==> src/nssvg_pkg.sv <==
// Package for the nine-slice sprite vertex generator.
// Holds field widths, the operation and state codes and the controller/datapath structs.
// Depends on nothing; every other file of the block imports it.
package nssvg_pkg;

   localparam int PIX_W   = 16;
   localparam int SIZE_W  = 24;
   localparam int ANCH_W  = 17;
   localparam int POS_W   = 25;
   localparam int UV_W    = 18;
   localparam int COLOR_W = 32;
   localparam int VTX_W   = 4;
   localparam int ADDR_W  = 5;
   localparam int DATA_W  = 32;
   localparam int UV_FRAC = 16;

   localparam logic [VTX_W-1:0] LAST_QUAD_VTX = 4'd3;
   localparam logic [VTX_W-1:0] LAST_GRID_VTX = 4'd15;
   localparam logic [DATA_W-1:0] TINT_RESET   = 32'hFFFF_FFFF;

   // Configuration register indexes, one word apart.
   typedef enum logic [2:0] {
      REG_ATLAS_W = 3'd0,
      REG_ATLAS_H = 3'd1,
      REG_CAP_L   = 3'd2,
      REG_CAP_R   = 3'd3,
      REG_CAP_T   = 3'd4,
      REG_CAP_B   = 3'd5,
      REG_TINT    = 3'd6
   } reg_idx_type;

   // Arithmetic operations, worked through in this order for every sprite.
   typedef enum logic [3:0] {
      OP_PX = 4'd0,
      OP_PY = 4'd1,
      OP_U0 = 4'd2,
      OP_U1 = 4'd3,
      OP_V0 = 4'd4,
      OP_V1 = 4'd5,
      OP_SL = 4'd6,
      OP_SR = 4'd7,
      OP_ST = 4'd8,
      OP_SB = 4'd9,
      OP_BL = 4'd10,
      OP_BR = 4'd11,
      OP_BT = 4'd12,
      OP_BB = 4'd13
   } op_type;

   typedef enum logic [3:0] {
      ST_IDLE,
      ST_CHECK,
      ST_MUL,
      ST_ADD,
      ST_START,
      ST_WAIT,
      ST_NEXT,
      ST_FINAL,
      ST_EMIT
   } state_type;

   typedef struct packed {
      logic   capture;
      op_type op;
      logic   do_mul;
      logic   do_add;
      logic   div_start;
      logic   store_q;
      logic   build;
   } cmd_type;

   typedef struct packed {
      logic op_needed;
      logic div_done;
      logic grid;
   } sts_type;

   // The anchor offsets need only the rounding shift; every other operation divides.
   function automatic logic op_divides(op_type op);
      logic r;
      r = !(op == OP_PX || op == OP_PY);
      return r;
   endfunction

endpackage

==> src/nine_slice_sprite_vertex_gen.sv <==
// Nine-slice sprite vertex generator, top level: configuration registers and the
// controller and datapath instances. Depends on nssvg_pkg, nssvg_ctrl, nssvg_dp and nssvg_div.
//
// One sprite request is taken at a time and yields 4 quad vertices or 16 grid vertices,
// one per cycle while rsp_ready is high. Before the first vertex the block works through
// fourteen arithmetic steps on one shared multiplier and one shared divider that retires
// four quotient bits per cycle: an anchor offset passes the multiply and rounding stages,
// a division runs the divider after them, and a step that is not needed is passed over.
// A new request is accepted the cycle after the last vertex of the previous one has been
// taken. The user must write configuration through the APB-style port only while no sprite
// is in flight; the block itself does not enforce this.
module nine_slice_sprite_vertex_gen
   import nssvg_pkg::*;
#(
   parameter int POS_FRAC_BITS = 8
) (
   input  logic                    clock,
   input  logic                    reset,
   input  logic                    csr_psel,
   input  logic                    csr_penable,
   input  logic                    csr_pwrite,
   input  logic [ADDR_W-1:0]       csr_paddr,
   input  logic [DATA_W-1:0]       csr_pwdata,
   output logic [DATA_W-1:0]       csr_prdata,
   output logic                    csr_pready,
   input  logic                    req_valid,
   output logic                    req_ready,
   input  logic                    req_mode,
   input  logic                    req_has_frame,
   input  logic [SIZE_W-1:0]       req_size_w,
   input  logic [SIZE_W-1:0]       req_size_h,
   input  logic [ANCH_W-1:0]       req_anchor_x,
   input  logic [ANCH_W-1:0]       req_anchor_y,
   input  logic [PIX_W-1:0]        req_rect_left,
   input  logic [PIX_W-1:0]        req_rect_top,
   input  logic [PIX_W-1:0]        req_rect_width,
   input  logic [PIX_W-1:0]        req_rect_height,
   output logic                    rsp_valid,
   input  logic                    rsp_ready,
   output logic signed [POS_W-1:0] rsp_pos_x,
   output logic signed [POS_W-1:0] rsp_pos_y,
   output logic signed [UV_W-1:0]  rsp_tex_u,
   output logic signed [UV_W-1:0]  rsp_tex_v,
   output logic [COLOR_W-1:0]      rsp_vertex_color,
   output logic [VTX_W-1:0]        rsp_vertex_number,
   output logic                    rsp_grid_mesh,
   output logic                    rsp_last
);

   logic [PIX_W-1:0]   aw_ff, ah_ff, cl_ff, cr_ff, ct_ff, cb_ff;
   logic [COLOR_W-1:0] tint_ff;
   logic               csr_wr;
   reg_idx_type        csr_idx;

   assign csr_pready = 1'b1;
   assign csr_wr     = csr_psel & csr_penable & csr_pwrite & csr_pready;
   assign csr_idx    = reg_idx_type'(csr_paddr[4:2]);

   always_ff @(posedge clock) begin
      if (reset) begin
         aw_ff   <= '0;
         ah_ff   <= '0;
         cl_ff   <= '0;
         cr_ff   <= '0;
         ct_ff   <= '0;
         cb_ff   <= '0;
         tint_ff <= TINT_RESET;
      end else if (csr_wr) begin
         unique case (csr_idx)
            REG_ATLAS_W: aw_ff   <= csr_pwdata[PIX_W-1:0];
            REG_ATLAS_H: ah_ff   <= csr_pwdata[PIX_W-1:0];
            REG_CAP_L:   cl_ff   <= csr_pwdata[PIX_W-1:0];
            REG_CAP_R:   cr_ff   <= csr_pwdata[PIX_W-1:0];
            REG_CAP_T:   ct_ff   <= csr_pwdata[PIX_W-1:0];
            REG_CAP_B:   cb_ff   <= csr_pwdata[PIX_W-1:0];
            REG_TINT:    tint_ff <= csr_pwdata;
            default: begin
            end
         endcase
      end
   end

   always_comb begin
      unique case (csr_idx)
         REG_ATLAS_W: csr_prdata = DATA_W'(aw_ff);
         REG_ATLAS_H: csr_prdata = DATA_W'(ah_ff);
         REG_CAP_L:   csr_prdata = DATA_W'(cl_ff);
         REG_CAP_R:   csr_prdata = DATA_W'(cr_ff);
         REG_CAP_T:   csr_prdata = DATA_W'(ct_ff);
         REG_CAP_B:   csr_prdata = DATA_W'(cb_ff);
         REG_TINT:    csr_prdata = tint_ff;
         default:     csr_prdata = '0;
      endcase
   end

   cmd_type cmd;
   sts_type sts;

   nssvg_ctrl u_ctrl (
      .clock             (clock),
      .reset             (reset),
      .req_valid         (req_valid),
      .req_ready         (req_ready),
      .rsp_valid         (rsp_valid),
      .rsp_ready         (rsp_ready),
      .rsp_vertex_number (rsp_vertex_number),
      .rsp_last          (rsp_last),
      .cmd               (cmd),
      .sts               (sts)
   );

   nssvg_dp #(
      .POS_FRAC_BITS (POS_FRAC_BITS)
   ) u_dp (
      .clock           (clock),
      .reset           (reset),
      .cmd             (cmd),
      .sts             (sts),
      .vtx             (rsp_vertex_number),
      .req_mode        (req_mode),
      .req_has_frame   (req_has_frame),
      .req_size_w      (req_size_w),
      .req_size_h      (req_size_h),
      .req_anchor_x    (req_anchor_x),
      .req_anchor_y    (req_anchor_y),
      .req_rect_left   (req_rect_left),
      .req_rect_top    (req_rect_top),
      .req_rect_width  (req_rect_width),
      .req_rect_height (req_rect_height),
      .atlas_w         (aw_ff),
      .atlas_h         (ah_ff),
      .cap_l           (cl_ff),
      .cap_r           (cr_ff),
      .cap_t           (ct_ff),
      .cap_b           (cb_ff),
      .rsp_pos_x       (rsp_pos_x),
      .rsp_pos_y       (rsp_pos_y),
      .rsp_tex_u       (rsp_tex_u),
      .rsp_tex_v       (rsp_tex_v),
      .rsp_grid_mesh   (rsp_grid_mesh)
   );

   // The user must keep the tint register stable while a sprite is in flight; it is not enforced.
   assign rsp_vertex_color = tint_ff;

endmodule

==> src/nssvg_div.sv <==
// Shared unsigned restoring divider, four quotient bits per cycle.
// Depends on nssvg_pkg only through the house import convention.
module nssvg_div
   import nssvg_pkg::*;
#(
   parameter int NUM_W = 49,
   parameter int DEN_W = 25,
   parameter int STEPS = 4
) (
   input  logic             clock,
   input  logic             reset,
   input  logic             start,
   input  logic [NUM_W-1:0] num,
   input  logic [DEN_W-1:0] den,
   output logic             done,
   output logic [NUM_W-1:0] quot
);

   localparam int ITER  = (NUM_W + STEPS - 1) / STEPS;
   localparam int PAD_W = ITER * STEPS;
   localparam int CNT_W = $clog2(ITER + 1);

   logic [DEN_W:0]   rem_ff, rem_in;
   logic [PAD_W-1:0] quo_ff, quo_in;
   logic [DEN_W-1:0] den_ff, den_in;
   logic [CNT_W-1:0] cnt_ff, cnt_in;
   logic             done_ff, done_in;

   always_comb begin
      logic [DEN_W:0]   r;
      logic [PAD_W-1:0] q;
      r = rem_ff;
      q = quo_ff;
      for (int i = 0; i < STEPS; i++) begin
         r = {r[DEN_W-1:0], q[PAD_W-1]};
         q = {q[PAD_W-2:0], 1'b0};
         if (r >= {1'b0, den_ff}) begin
            r    = r - {1'b0, den_ff};
            q[0] = 1'b1;
         end
      end
      rem_in  = rem_ff;
      quo_in  = quo_ff;
      den_in  = den_ff;
      cnt_in  = cnt_ff;
      done_in = 1'b0;
      if (start) begin
         rem_in = '0;
         quo_in = PAD_W'(num);
         den_in = den;
         cnt_in = CNT_W'(ITER);
      end else if (cnt_ff != '0) begin
         rem_in  = r;
         quo_in  = q;
         cnt_in  = cnt_ff - CNT_W'(1);
         done_in = (cnt_ff == CNT_W'(1));
      end
   end

   always_ff @(posedge clock) begin
      if (reset) begin
         cnt_ff  <= '0;
         done_ff <= 1'b0;
      end else begin
         cnt_ff  <= cnt_in;
         done_ff <= done_in;
      end
   end

   always_ff @(posedge clock) begin
      rem_ff <= rem_in;
      quo_ff <= quo_in;
      den_ff <= den_in;
   end

   assign done = done_ff;
   assign quot = quo_ff[NUM_W-1:0];

endmodule

==> src/nssvg_ctrl.sv <==
// Controller for the sprite vertex generator: sequences the operations and the vertex output.
// Depends on nssvg_pkg for the state and operation codes and the command/status structs.
module nssvg_ctrl
   import nssvg_pkg::*;
(
   input  logic             clock,
   input  logic             reset,
   input  logic             req_valid,
   output logic             req_ready,
   output logic             rsp_valid,
   input  logic             rsp_ready,
   output logic [VTX_W-1:0] rsp_vertex_number,
   output logic             rsp_last,
   output cmd_type          cmd,
   input  sts_type          sts
);

   state_type        state_ff, state_in;
   op_type           op_ff, op_in;
   logic [VTX_W-1:0] vtx_ff, vtx_in;
   logic             last_vtx;

   assign last_vtx = (vtx_ff == (sts.grid ? LAST_GRID_VTX : LAST_QUAD_VTX));

   always_comb begin
      state_in = state_ff;
      op_in    = op_ff;
      vtx_in   = vtx_ff;
      unique case (state_ff)
         ST_IDLE: begin
            if (req_valid) begin
               state_in = ST_CHECK;
               op_in    = OP_PX;
            end
         end
         ST_CHECK: state_in = sts.op_needed ? ST_MUL : ST_NEXT;
         ST_MUL:   state_in = ST_ADD;
         ST_ADD:   state_in = op_divides(op_ff) ? ST_START : ST_NEXT;
         ST_START: state_in = ST_WAIT;
         ST_WAIT: begin
            if (sts.div_done) begin
               state_in = ST_NEXT;
            end
         end
         ST_NEXT: begin
            if (op_ff == OP_BB) begin
               state_in = ST_FINAL;
            end else begin
               state_in = ST_CHECK;
               op_in    = op_type'(op_ff + 4'd1);
            end
         end
         ST_FINAL: begin
            state_in = ST_EMIT;
            vtx_in   = '0;
         end
         ST_EMIT: begin
            if (rsp_ready) begin
               if (last_vtx) begin
                  state_in = ST_IDLE;
               end else begin
                  vtx_in = vtx_ff + VTX_W'(1);
               end
            end
         end
         default: state_in = ST_IDLE;
      endcase
   end

   always_comb begin
      cmd           = '0;
      cmd.op        = op_ff;
      req_ready     = 1'b0;
      rsp_valid     = 1'b0;
      unique case (state_ff)
         ST_IDLE: begin
            req_ready   = 1'b1;
            cmd.capture = req_valid;
         end
         ST_MUL:   cmd.do_mul    = 1'b1;
         ST_ADD:   cmd.do_add    = 1'b1;
         ST_START: cmd.div_start = 1'b1;
         ST_WAIT:  cmd.store_q   = sts.div_done;
         ST_FINAL: cmd.build     = 1'b1;
         ST_EMIT:  rsp_valid     = 1'b1;
         default: begin
         end
      endcase
   end

   always_ff @(posedge clock) begin
      if (reset) begin
         state_ff <= ST_IDLE;
         op_ff    <= OP_PX;
         vtx_ff   <= '0;
      end else begin
         state_ff <= state_in;
         op_ff    <= op_in;
         vtx_ff   <= vtx_in;
      end
   end

   assign rsp_vertex_number = vtx_ff;
   assign rsp_last          = last_vtx;

endmodule

==> src/nssvg_dp.sv <==
// Datapath for the sprite vertex generator: request registers, shared multiplier,
// rounding adder, divider, corner build and vertex selection. Depends on nssvg_pkg and nssvg_div.
module nssvg_dp
   import nssvg_pkg::*;
#(
   parameter int POS_FRAC_BITS = 8
) (
   input  logic                    clock,
   input  logic                    reset,
   input  cmd_type                 cmd,
   output sts_type                 sts,
   input  logic [VTX_W-1:0]        vtx,
   input  logic                    req_mode,
   input  logic                    req_has_frame,
   input  logic [SIZE_W-1:0]       req_size_w,
   input  logic [SIZE_W-1:0]       req_size_h,
   input  logic [ANCH_W-1:0]       req_anchor_x,
   input  logic [ANCH_W-1:0]       req_anchor_y,
   input  logic [PIX_W-1:0]        req_rect_left,
   input  logic [PIX_W-1:0]        req_rect_top,
   input  logic [PIX_W-1:0]        req_rect_width,
   input  logic [PIX_W-1:0]        req_rect_height,
   input  logic [PIX_W-1:0]        atlas_w,
   input  logic [PIX_W-1:0]        atlas_h,
   input  logic [PIX_W-1:0]        cap_l,
   input  logic [PIX_W-1:0]        cap_r,
   input  logic [PIX_W-1:0]        cap_t,
   input  logic [PIX_W-1:0]        cap_b,
   output logic signed [POS_W-1:0] rsp_pos_x,
   output logic signed [POS_W-1:0] rsp_pos_y,
   output logic signed [UV_W-1:0]  rsp_tex_u,
   output logic signed [UV_W-1:0]  rsp_tex_v,
   output logic                    rsp_grid_mesh
);

   localparam int CAP_W   = PIX_W + POS_FRAC_BITS;
   localparam int MUL_A_W = (CAP_W > ANCH_W) ? CAP_W : ANCH_W;
   localparam int PROD_W  = MUL_A_W + SIZE_W;
   localparam int NUM_W   = PROD_W + 1;
   localparam int DEN_W   = CAP_W + 1;
   localparam int CMP_W   = (DEN_W > SIZE_W) ? DEN_W : SIZE_W;
   localparam int EDGE_W  = NUM_W - UV_FRAC;
   localparam int POS_IW  = EDGE_W + 2;
   localparam int UVQ_W   = 34;
   localparam int UV_IW   = UVQ_W + 2;
   localparam logic [UVQ_W-1:0] UV_ONE  = UVQ_W'(65536);
   localparam logic [NUM_W-1:0] HALF_UV = NUM_W'(32768);

   // Request and per-sprite decisions, captured on acceptance.
   logic [SIZE_W-1:0] sw_ff, sh_ff;
   logic [ANCH_W-1:0] ax_ff, ay_ff;
   logic [PIX_W-1:0]  rl_ff, rt_ff, rw_ff, rh_ff;
   logic              grid_ff, uv_ok_ff, shrink_x_ff, shrink_y_ff;

   logic [CAP_W-1:0] cl_s, cr_s, ct_s, cb_s;
   logic [DEN_W-1:0] sum_x, sum_y;
   logic [PIX_W-1:0] tw, th;

   assign cl_s  = CAP_W'(cap_l) << POS_FRAC_BITS;
   assign cr_s  = CAP_W'(cap_r) << POS_FRAC_BITS;
   assign ct_s  = CAP_W'(cap_t) << POS_FRAC_BITS;
   assign cb_s  = CAP_W'(cap_b) << POS_FRAC_BITS;
   assign sum_x = DEN_W'(cl_s) + DEN_W'(cr_s);
   assign sum_y = DEN_W'(ct_s) + DEN_W'(cb_s);
   assign tw    = (atlas_w == '0) ? PIX_W'(1) : atlas_w;
   assign th    = (atlas_h == '0) ? PIX_W'(1) : atlas_h;

   always_ff @(posedge clock) begin
      if (cmd.capture) begin
         sw_ff       <= req_size_w;
         sh_ff       <= req_size_h;
         ax_ff       <= req_anchor_x;
         ay_ff       <= req_anchor_y;
         rl_ff       <= req_rect_left;
         rt_ff       <= req_rect_top;
         rw_ff       <= req_rect_width;
         rh_ff       <= req_rect_height;
         grid_ff     <= req_mode & req_has_frame & (|{cap_l, cap_r, cap_t, cap_b});
         uv_ok_ff    <= req_has_frame & (atlas_w != '0) & (atlas_h != '0);
         shrink_x_ff <= CMP_W'(sum_x) > CMP_W'(req_size_w);
         shrink_y_ff <= CMP_W'(sum_y) > CMP_W'(req_size_h);
      end
   end

   // Multiply stage: shared multiplier, or the shifted numerator of a UV division.
   logic [MUL_A_W-1:0] mul_a;
   logic [SIZE_W-1:0]  mul_b;
   logic [PROD_W-1:0]  base, prod_ff, prod_in;
   logic               use_mul;

   always_comb begin
      mul_a   = '0;
      mul_b   = '0;
      base    = '0;
      use_mul = 1'b0;
      case (cmd.op)
         OP_PX: begin
            mul_a = MUL_A_W'(ax_ff); mul_b = sw_ff; use_mul = 1'b1;
         end
         OP_PY: begin
            mul_a = MUL_A_W'(ay_ff); mul_b = sh_ff; use_mul = 1'b1;
         end
         OP_SL: begin
            mul_a = MUL_A_W'(cl_s); mul_b = sw_ff; use_mul = 1'b1;
         end
         OP_SR: begin
            mul_a = MUL_A_W'(cr_s); mul_b = sw_ff; use_mul = 1'b1;
         end
         OP_ST: begin
            mul_a = MUL_A_W'(ct_s); mul_b = sh_ff; use_mul = 1'b1;
         end
         OP_SB: begin
            mul_a = MUL_A_W'(cb_s); mul_b = sh_ff; use_mul = 1'b1;
         end
         OP_U0: base = PROD_W'({rl_ff, 16'h0000});
         OP_U1: base = PROD_W'({(PIX_W + 1)'(rl_ff) + (PIX_W + 1)'(rw_ff), 16'h0000});
         OP_V0: base = PROD_W'({rt_ff, 16'h0000});
         OP_V1: base = PROD_W'({(PIX_W + 1)'(rt_ff) + (PIX_W + 1)'(rh_ff), 16'h0000});
         OP_BL: base = PROD_W'({cap_l, 16'h0000});
         OP_BR: base = PROD_W'({cap_r, 16'h0000});
         OP_BT: base = PROD_W'({cap_t, 16'h0000});
         OP_BB: base = PROD_W'({cap_b, 16'h0000});
         default: base = '0;
      endcase
      prod_in = use_mul ? PROD_W'(mul_a) * PROD_W'(mul_b) : base;
   end

   always_ff @(posedge clock) begin
      if (cmd.do_mul) begin
         prod_ff <= prod_in;
      end
   end

   // Rounding stage: add half the divisor (none for cap shrinks), or half of one in Q0.16 for the anchor offsets.
   logic [NUM_W-1:0]  rnd, num_in, num_ff;
   logic [DEN_W-1:0]  den_in, den_ff;
   logic [EDGE_W-1:0] px_ff, py_ff;

   always_comb begin
      rnd    = '0;
      den_in = '0;
      case (cmd.op)
         OP_PX, OP_PY: rnd = HALF_UV;
         OP_U0, OP_U1: begin
            den_in = DEN_W'(atlas_w); rnd = NUM_W'(atlas_w >> 1);
         end
         OP_V0, OP_V1: begin
            den_in = DEN_W'(atlas_h); rnd = NUM_W'(atlas_h >> 1);
         end
         OP_SL, OP_SR: den_in = sum_x;
         OP_ST, OP_SB: den_in = sum_y;
         OP_BL, OP_BR: begin
            den_in = DEN_W'(tw); rnd = NUM_W'(tw >> 1);
         end
         OP_BT, OP_BB: begin
            den_in = DEN_W'(th); rnd = NUM_W'(th >> 1);
         end
         default: rnd = '0;
      endcase
      num_in = NUM_W'(prod_ff) + rnd;
   end

   always_ff @(posedge clock) begin
      if (cmd.do_add) begin
         num_ff <= num_in;
         den_ff <= den_in;
         if (cmd.op == OP_PX) begin
            px_ff <= num_in[NUM_W-1:UV_FRAC];
         end
         if (cmd.op == OP_PY) begin
            py_ff <= num_in[NUM_W-1:UV_FRAC];
         end
      end
   end

   logic             div_done;
   logic [NUM_W-1:0] quot;

   nssvg_div #(
      .NUM_W (NUM_W),
      .DEN_W (DEN_W),
      .STEPS (4)
   ) u_div (
      .clock (clock),
      .reset (reset),
      .start (cmd.div_start),
      .num   (num_ff),
      .den   (den_ff),
      .done  (div_done),
      .quot  (quot)
   );

   // Quotients; for the UV and cap quotients the defaults stand when an operation is skipped.
   logic [UVQ_W-1:0]  u0_ff, u1_ff, v0_ff, v1_ff, bl_ff, br_ff, bt_ff, bb_ff;
   logic [SIZE_W-1:0] cl_ff, cr_ff, ct_ff, cb_ff;

   always_ff @(posedge clock) begin
      if (cmd.capture) begin
         u0_ff <= '0;
         u1_ff <= UV_ONE;
         v0_ff <= '0;
         v1_ff <= UV_ONE;
         // Unshrunk caps never exceed the size, so they fit the size width.
         cl_ff <= SIZE_W'(cl_s);
         cr_ff <= SIZE_W'(cr_s);
         ct_ff <= SIZE_W'(ct_s);
         cb_ff <= SIZE_W'(cb_s);
      end else if (cmd.store_q) begin
         case (cmd.op)
            OP_U0: u0_ff <= quot[UVQ_W-1:0];
            OP_U1: u1_ff <= quot[UVQ_W-1:0];
            OP_V0: v0_ff <= quot[UVQ_W-1:0];
            OP_V1: v1_ff <= quot[UVQ_W-1:0];
            OP_SL: cl_ff <= quot[SIZE_W-1:0];
            OP_SR: cr_ff <= quot[SIZE_W-1:0];
            OP_ST: ct_ff <= quot[SIZE_W-1:0];
            OP_SB: cb_ff <= quot[SIZE_W-1:0];
            OP_BL: bl_ff <= quot[UVQ_W-1:0];
            OP_BR: br_ff <= quot[UVQ_W-1:0];
            OP_BT: bt_ff <= quot[UVQ_W-1:0];
            OP_BB: bb_ff <= quot[UVQ_W-1:0];
            default: begin
            end
         endcase
      end
   end

   always_comb begin
      sts.op_needed = 1'b0;
      case (cmd.op)
         OP_PX, OP_PY:               sts.op_needed = 1'b1;
         OP_U0, OP_U1, OP_V0, OP_V1: sts.op_needed = uv_ok_ff;
         OP_SL, OP_SR:               sts.op_needed = grid_ff & shrink_x_ff;
         OP_ST, OP_SB:               sts.op_needed = grid_ff & shrink_y_ff;
         OP_BL, OP_BR, OP_BT, OP_BB: sts.op_needed = grid_ff;
         default:                    sts.op_needed = 1'b0;
      endcase
      sts.div_done = div_done;
      sts.grid     = grid_ff;
   end

   function automatic logic [POS_W-1:0] sat_pos(logic signed [POS_IW-1:0] v);
      logic fits;
      logic [POS_W-1:0] r;
      fits = (&v[POS_IW-1:POS_W-1]) | ~(|v[POS_IW-1:POS_W-1]);
      if (fits) r = v[POS_W-1:0];
      else if (v[POS_IW-1]) r = {1'b1, {(POS_W - 1){1'b0}}};
      else r = {1'b0, {(POS_W - 1){1'b1}}};
      return r;
   endfunction

   function automatic logic [UV_W-1:0] sat_uv(logic signed [UV_IW-1:0] v);
      logic fits;
      logic [UV_W-1:0] r;
      fits = (&v[UV_IW-1:UV_W-1]) | ~(|v[UV_IW-1:UV_W-1]);
      if (fits) r = v[UV_W-1:0];
      else if (v[UV_IW-1]) r = {1'b1, {(UV_W - 1){1'b0}}};
      else r = {1'b0, {(UV_W - 1){1'b1}}};
      return r;
   endfunction

   // Grid lines: four columns of x and u, four rows of y and v.
   logic [POS_W-1:0] xs_ff [4];
   logic [POS_W-1:0] ys_ff [4];
   logic [UV_W-1:0]  us_ff [4];
   logic [UV_W-1:0]  vs_ff [4];

   logic signed [POS_IW-1:0] xlo, xhi, ylo, yhi;
   logic signed [UV_IW-1:0]  u0_s, u1_s, v0_s, v1_s;

   assign xlo  = -signed'(POS_IW'(px_ff));
   assign xhi  = signed'(POS_IW'(sw_ff)) - signed'(POS_IW'(px_ff));
   assign ylo  = -signed'(POS_IW'(py_ff));
   assign yhi  = signed'(POS_IW'(sh_ff)) - signed'(POS_IW'(py_ff));
   assign u0_s = signed'(UV_IW'(u0_ff));
   assign u1_s = signed'(UV_IW'(u1_ff));
   assign v0_s = signed'(UV_IW'(v0_ff));
   assign v1_s = signed'(UV_IW'(v1_ff));

   always_ff @(posedge clock) begin
      if (cmd.build) begin
         xs_ff[0] <= sat_pos(xlo);
         xs_ff[1] <= sat_pos(xlo + signed'(POS_IW'(cl_ff)));
         xs_ff[2] <= sat_pos(xhi - signed'(POS_IW'(cr_ff)));
         xs_ff[3] <= sat_pos(xhi);
         ys_ff[0] <= sat_pos(ylo);
         ys_ff[1] <= sat_pos(ylo + signed'(POS_IW'(cb_ff)));
         ys_ff[2] <= sat_pos(yhi - signed'(POS_IW'(ct_ff)));
         ys_ff[3] <= sat_pos(yhi);
         us_ff[0] <= sat_uv(u0_s);
         us_ff[1] <= sat_uv(u0_s + signed'(UV_IW'(bl_ff)));
         us_ff[2] <= sat_uv(u1_s - signed'(UV_IW'(br_ff)));
         us_ff[3] <= sat_uv(u1_s);
         vs_ff[0] <= sat_uv(v1_s);
         vs_ff[1] <= sat_uv(v1_s - signed'(UV_IW'(bb_ff)));
         vs_ff[2] <= sat_uv(v0_s + signed'(UV_IW'(bt_ff)));
         vs_ff[3] <= sat_uv(v0_s);
      end
   end

   // A quad walks the outer corners: bottom-left, bottom-right, top-right, top-left.
   logic [1:0] col, row;
   logic       qcol;

   assign qcol = vtx[0] ^ vtx[1];
   assign col  = grid_ff ? vtx[1:0] : {2{qcol}};
   assign row  = grid_ff ? vtx[3:2] : {2{vtx[1]}};

   assign rsp_pos_x     = signed'(xs_ff[col]);
   assign rsp_pos_y     = signed'(ys_ff[row]);
   assign rsp_tex_u     = signed'(us_ff[col]);
   assign rsp_tex_v     = signed'(vs_ff[row]);
   assign rsp_grid_mesh = grid_ff;

endmodule

==> config.mk <==
export PLATFORM = sky130hd
export DESIGN_NAME = nine_slice_sprite_vertex_gen
export DESIGN_NICKNAME = d
export VERILOG_FILES = /design/src/nssvg_pkg.sv /design/src/nine_slice_sprite_vertex_gen.sv /design/src/nssvg_div.sv /design/src/nssvg_ctrl.sv /design/src/nssvg_dp.sv
export SDC_FILE = /design/constraint.sdc
export NUM_CORES = 2
export LEC_CHECK = 0
export BUFFER_PORTS_ARGS = -buffer_cell sky130_fd_sc_hd__buf_2
export CAP_MARGIN = 20
export CORE_ASPECT_RATIO = 1.25
export CORE_MARGIN = 3
export CORE_UTILIZATION = 58
export CTS_CLUSTER_DIAMETER = 120
export DETAILED_ROUTE_END_ITERATION = 7
export PLACE_DENSITY_LB_ADDON = 0.25
export SLEW_MARGIN = 20
export SYNTH_ARGS = -nofsm -noshare
export SYNTH_HDL_FRONTEND = slang
export SYNTH_SLANG_ARGS = --single-unit
export TNS_END_PERCENT = 30
==> constraint.sdc <==
create_clock -name clock -period 11.05 [get_ports clock]
set_clock_uncertainty 0.1 [all_clocks]
set_input_delay 2.21 -clock clock [delete_from_list [all_inputs] [get_ports clock]]
set_output_delay 2.21 -clock clock [all_outputs]
set_load 0.005 [all_outputs]
==> out/metrics.cfg <==
[cts]
cts_hold_buf = 0
cts-root-buf = clkbuf_16
cts_buffer_depth = 3
clock-sinks = 1297
path_clk_slew_ns = 0.06
cts_tree = built
clk_latency_ns = 0.83
htree_num_levels = 4
cts_buffers = 138

[logic_synthesis]
synth_adder_area_share = 0.191
synth-edff-count = 956
yosysMostFrequentCell = nand2_1
synth-compound-area-share = 0.172
seq_area_frac_synth = 0.367
synth.area.top_cells = edfxtp_1 30%, fa_1 10%, ha_1 8.7%
synth_top_cell_area_share = 0.297
syn-instance-count = 10313
synth_common_cells = 1649 x nand2_1, 956 x edfxtp_1, 910 x inv_1, 749 x a21oi_1, 675 x ha_1
synth_top_cell_by_area = edfxtp_1
synth-simple-area-share = 0.160
synthXorXnorAreaFrac = 0.0433
syn_area_mm2 = 0.0968
ys_ff_latch = 1297
yosys_warnings = 0
synth_top_family_by_area = adder cells
synthArstFlopShare = 0
ys.flop_type = edfxtp_1
ys_types = 114
synthMuxAreaShare = 0.0125
avgSynthCellArea_um2 = 9.38

[critical_path]
cp-end-kind = flop
path_class = reg -> reg
cpPeakStageDelay_ns = 0.43
cp_max_fo = 10
r2r_cells = 51
cp_common_cell = buf_4
slowest_stage = o221ai_1
crit_required_ns = 11.59
arrival_ns = 11.28
critical_path.startpoint_type = flop

[floorplan]
core_area_mm2 = 0.166
rows = 167
ios = 351
die-area_mm2 = 0.172
initial_core_util = 0.584
dieHeight_um = 463
die_x_um = 371

[timing]
setup_viol = 0
fmax_ghz = 0.0932
relSlewSlack = 0.137
min_period_ns = 10.73
hold_viol = 0
worst_pin_slew_ns = 1.29
final.period_utilization = 0.971
setup_ws_ns = 0.317
slew_viol_final = 0

[outcome]
status = complete, but fails checks
violations = design-rule violations

[hold_path]
hold_class = reg -> reg
hold_depth = 0

[placement]
place_ws_ns = -0.896
numPortBuffers = 347
gp_congestion = 1.08
dp.cells = 13013
dp_hpwl_um = 284000

[run]
max-cap-violations = 0

[drt]
drt_pass1_iterations = 8
vias_per_cell = 6.39
first_iter_violations = 9795
antenna_left = 0
drcViolationCount = 1
routed_wl_um = 371000
wl_per_cell_um = 27.9
num_vias = 85077

[global_routing]
grtUsageMet3 = 0.0942
grt-busiest-layer = met2
gr-total-overflow = 0
grt_util_met2 = 0.663
grt_max_degree = 173
grt.total_usage = 0.423
grt_antenna_before_repair = 30
use_met1 = 0.510
grt_pass1_wl_um = 534000
grt_pass1_vias = 83119

[layout]
fin_nets = 12343
final_cells = 13306
final_util = 0.662
nFillCells = 13339
syn2layout_area_growth_pct = 13.3
layout-drive-gt1-share = 0.128

[registers in the layout (all words and copies together) (netlist names), 33 cells and up]
| signal | cells |
|---|---|
| u_dp.prod_ff | 48 |
| u_dp.u0_ff | 34 |
| u_dp.us_ff | 72 |
| u_dp.u_div.quo_ff | 52 |
| u_dp.br_ff | 34 |
| u_dp.px_ff | 33 |
| u_dp.v0_ff | 34 |
| u_dp.num_ff | 49 |
| u_dp.bt_ff | 34 |
| u_dp.bl_ff | 34 |
| u_dp.py_ff | 33 |
| u_dp.vs_ff | 72 |
| u_dp.u1_ff | 34 |
| u_dp.ys_ff | 100 |
| u_dp.xs_ff | 100 |
| u_dp.v1_ff | 34 |
| u_dp.bb_ff | 34 |
[per-stage QoR]
| stage | area, um^2 | TNS, ns | hold slack, ns |
|---|---|---|---|
| after CTS | 109000 | 0 | 0.324 |
| after floorplan | 96800 | 0 | 0.300 |
| final | 110000 | 0 | 0.332 |
| after global routing | 110000 | -0.179 | 0.332 |
| after detailed placement | 104000 | -20.42 | 0.312 |
| after global placement | 104000 | -18.48 | 0.300 |
[cell families (layout without fill, tap and decap cells)]
logic type / after synthesis / in the layout
other cells: 2 / 28
flops: 1297 / 1297
fa+ha+maj: 1176 / 1176
compound gates: 2498 / 2498
buf+inv: 1385 / 2155
mux: 107 / 107
xor+xnor: 478 / 478
simple gates: 3370 / 3370
[area by class of cell]
class	count	area, um^2	area share
multi-input combinational	7636	56500	0.515
sequential	1297	35500	0.324
timing repair buffer	990	6660	0.0607
clock buffer	182	3780	0.0345
inverter	912	3430	0.0313
tap	2197	2750	0.0251
clock inverter	71	970	0.00884
antenna	21	52.6	0.000479
[layout by cell type, fill, tap and decap left out, types with 306 or more instances in the layout]
master,netlist,final
a21oi_1,749,728
buf_2,11,347
buf_4,5,632
dfxtp_1,341,341
edfxtp_1,956,956
fa_1,501,500
ha_1,675,668
inv_1,910,905
nand2_1,1649,1643
nor2_1,549,534
o21ai_0,336,321
xnor2_1,306,306
[worst paths after layout]
check | startpoint | to | slack, ns
min | u_dp.den_ff[17]$_DFFE_PN_ | u_dp.u_div.den_ff[17]$_DFFE_PP_ | 0.33
max reg2reg | u_dp.u_div.den_ff[0]$_DFFE_PP_ | u_dp.u_div.rem_ff[2]$_SDFFE_PP0N_ | 0.32
min reg2reg | u_dp.den_ff[17]$_DFFE_PN_ | u_dp.u_div.den_ff[17]$_DFFE_PP_ | 0.33
max | u_dp.u_div.den_ff[0]$_DFFE_PP_ | u_dp.u_div.rem_ff[2]$_SDFFE_PP0N_ | 0.32
[routing by layer]
metal / routed length (um) / vias up
li1: - / 37567
met1: 131000 / 41066
met2: 167000 / 5008
met3: 37800 / 1418
met4: 34500 / 18
met5: 119 / -
[worst max-delay path, delay by kind of cell, from the launching register on]
| family | cells | cell delay, ns |
|---|---|---|
| adders and majority gates | 5 | 1.23 |
| buffers and inverters | 12 | 1.79 |
| and+or+nand+nor | 5 | 0.80 |
| DFF | 1 | 0.41 |
| muxes | 2 | 0.56 |
| AOI/OAI and AO/OA | 27 | 5.64 |
[what timing repair did]
action / CTS / global route
pin swaps: 8 / 37
gates resized for setup: 22 / 73
cloned: 0 / 1
endpoints found under the setup margin: 26 / 26
buffers inserted: 4 / 10
Power is left out: the tool's default activity adds up to more than one toggle a clock period on the data nets, which glitch-free logic cannot reach.
